## config.mk

```make
export PLATFORM = sky130hd
export DESIGN_NAME = ppp_delay
export DESIGN_NICKNAME = d
export VERILOG_FILES = /design/src/point_plane_projection_defines.svh /design/src/ppp_delay.sv
export SDC_FILE = /design/constraint.sdc
export NUM_CORES = 1
export LEC_CHECK = 0
export BUFFER_PORTS_ARGS = -buffer_cell sky130_fd_sc_hd__buf_2
export CORE_AREA = 2 2 57 46
export CTS_CLUSTER_DIAMETER = 80
export CTS_CLUSTER_SIZE = 16
export DETAILED_ROUTE_END_ITERATION = 10
export DIE_AREA = 0 0 59 48
export PLACE_DENSITY = 0.44
export SLEW_MARGIN = 20
export SYNTH_ARGS = -nofsm -noshare
export SYNTH_HDL_FRONTEND = slang
export SYNTH_SLANG_ARGS = --single-unit
```

## constraint.sdc

```tcl
create_clock -name clock -period 0.8 [get_ports clock]
set_input_delay 0.08 -clock clock [delete_from_list [all_inputs] [get_ports clock]]
set_output_delay 0.08 -clock clock [all_outputs]
set_load 0.05 [all_outputs]
```

## src/point_plane_projection_defines.svh

```systemverilog
// Assertion helpers for the projection block.
`ifndef POINT_PLANE_PROJECTION_DEFINES_SVH
`define POINT_PLANE_PROJECTION_DEFINES_SVH

// consequent checked in the same cycle as the antecedent
`define PPP_ASSERT_SAME(lbl, clk, rst, ante, cons, msg) \
   lbl: assert property (@(posedge clk) disable iff (rst) (ante) |-> (cons)) \
      else $error(msg);

// consequent checked in the cycle after the antecedent
`define PPP_ASSERT_NEXT(lbl, clk, rst, ante, cons, msg) \
   lbl: assert property (@(posedge clk) disable iff (rst) (ante) |=> (cons)) \
      else $error(msg);

`endif

```

## src/ppp_delay.sv

```systemverilog
module ppp_delay #(
   parameter int W     = 8,
   parameter int DEPTH = 2
) (
   input  logic         clock,
   input  logic         en,
   input  logic [W-1:0] din,
   output logic [W-1:0] dout
);

   logic [W-1:0] tap_ff [DEPTH];

   always_ff @(posedge clock) begin
      if (en) begin
         tap_ff[0] <= din;
         for (int k = 1; k < DEPTH; k++) begin
            tap_ff[k] <= tap_ff[k-1];
         end
      end
   end

   assign dout = tap_ff[DEPTH-1];

endmodule

```

==> flow_metrics.tcl <==
set metrics [dict create \
    multi_input_area_sq_um 0 \
    final_cell_area_sq_um 753 \
    critical-path-max-stage-delay_ns 0.40 \
    use_met2_pct 9.11 \
    start_kind "register" \
    cts_inserted_buffers 3 \
    htreeDepth 1 \
    violations "setup timing" \
    synth_area_leaders "edfxtp_1, buf_4" \
    whs_ns 0.229 \
    path_buf_inv 1 \
    antennaDiodeCount 0 \
    synth_top_family_by_area "buffers and inverters" \
    start_util_pct 24.4 \
    top_register "tap_ff" \
    clk_transition_reported_paths_ns 0.09 \
    drt_iter0_markers 9 \
    maxSlewViolCount 0 \
    setup_violations 8 \
    synth_xor_xnor_area_share_pct 0 \
    synthMuxAreaShare_pct 0 \
    vdd_drop_max_mv 0.427 \
    cts_tree "yes" \
    crit_family "flip-flops" \
    synth_seq_cells 16 \
    comb.multi_input.count 0 \
    largestRegisters "tap_ff (16)" \
    placed_cells 58 \
    path_cells "buf_6" \
    ys_types 2 \
    timing.final.crit_share_pct 116 \
    post_cts_buffers 0 \
    grt.total_usage_pct 5.15 \
    synth_seq_area_share_pct 88.9 \
    ioPinCount 18 \
    dr.pass1.iters 3 \
    finalCriticalPeriod_ns 0.930 \
    final-hold-violation-count 0 \
    pwr_density_cell_nw_per_um2 2180 \
    cts-root-buf "clkbuf_4" \
    synth_area_sq_um 541 \
    skew_ns 0.00360 \
    relSlewSlack_pct 76.6 \
    finalNetCount 56 \
    num_rows 15 \
    synthCells 24 \
    grt_first_pass_wirelength_um 979 \
    critPathArrivalTime_ns 0.85 \
    post-place-ws_ns 0.0587 \
    synthToLayoutAreaGrowth_pct 39.4 \
    layout.cells.non_filler 70 \
    synth_fa_ha_area_share_pct 0 \
    grt_max_degree 17 \
    maxCapViolations 0 \
    slowest_stage "edfxtp_1" \
    cp_max_fo 1 \
    synth_compound_area_share_pct 0 \
    synth_simple_gate_area_share_pct 0 \
    synth_area_per_cell_sq_um 22.5 \
    die_y_um 48 \
    grt_busiest_layer "met2" \
    syn-num-nets 34 \
    ctsLongestPathBuffers 2 \
    grt-ovfl-total 0 \
    use_met1_pct 4.71 \
    drc 0 \
    synth_top_cell_area_share_pct 88.9 \
    synth_area_leader_cell "edfxtp_1" \
    max_freq_mhz 1070 \
    worstSetupPathType "reg -> out" \
    die_w_um 59 \
    largest_reg_flops 16 \
    wirelength_um 729 \
    drive_gt1_share_pct 44.4 \
    synth_warnings 0 \
    postPlaceCellArea_sq_um 597 \
    die_area_sq_um 2830 \
    clkSinkCount 16 \
    vias 255 \
    clk_latency_ns 0.27 \
    hold_path_class "in -> reg" \
    fill_cells 222 \
    worstSetupEndpointType "output port" \
    outcome "finished with violations" \
    antenna_found_initial 0 \
    port_buffers 17 \
    rsz0062_at_grt "yes" \
    grt_pass1_vias 244 \
    core_sq_um 2210 \
    wl_per_cell_um 10.4 \
    setup_ws_ns -0.130 \
    seqCellArea_sq_um 480 \
    gp_congestion 0.536 \
    worstMarginPinSlew_ns 0.352 \
    detail-route-antenna-nets 0 \
    viasPerCell 3.64 \
    p_leak_nw 0.289 \
    grtUsageMet3_pct 1.62 \
    required_ns 0.72 \
]
cells in the mapped netlist:
cell type,number
edfxtp_1,16
buf_4,8
cells by family (layout without fill, tap and decap cells):
| logic type | count (synthesis) | after routing |
|---|---|---|
| DFF | 16 | 16 |
| buffers and inverters | 8 | 29 |
layer usage:
layer	share of wire [%]	wire length (um)	up-vias
met5	0	0	-
met4	0	0	0
met3	4.0	29	0
met2	58	423	7
met1	38	277	124
li1	-	-	124
final cells by class:
cell class	instances	area share [%]
clock buffers	3	2.99
repair buffers	25	28.6
well taps	25	4.15
flip-flops and latches	16	63.8
clock inverters	1	0.498
worst paths after layout:
path | start | to | slack [ns] | depth (start not counted)
max reg2reg | tap_ff[0][2]$_DFFE_PP_ | tap_ff[0][10]$_DFFE_PP_ | 0.15 | 0
max | tap_ff[0][9]$_DFFE_PP_ | dout[1] | -0.13 | 1
min | en | tap_ff[0][9]$_DFFE_PP_ | 0.23 | 1
min reg2reg | tap_ff[0][6]$_DFFE_PP_ | tap_ff[0][14]$_DFFE_PP_ | 0.42 | 0
metrics by stage:
step	power [mW]	utilization (%)	setup TNS, ns
6_report	1.64	34.0	-0.906
5_1_grt	1.72	34.0	-1.25
4_1_cts	1.66	34.0	-1.01
3_5_place_dp	1.19	26.9	0
3_3_place_gp	1.18	26.9	0
2_1_floorplan	1.16	-	0
repair_timing:
action                                 4_1_cts  5_1_grt
endpoints found under the hold margin        8        0
gates resized for setup                     16        0
setup endpoints to repair                    8        8
cloned                                       0        0
hold buffers                                 8        0
cells in the final DEF, fill, tap and decap left out, drive strengths merged:
| cell type | count |
|---|---|
| clkbuf | 3 |
| buf | 17 |
| dlygate4sd3 | 8 |
| clkinv | 1 |
| edfxtp | 16 |
power by group:
part	total (mW)	switching, mW	internal [mW]
Clock	0.412	0.232	0.181
Sequential	1.01	0.0201	0.994
Combinational	0.218	0.128	0.0896
Total	1.64	0.380	1.26
No activity file was read; power rests on OpenSTA's default activity.
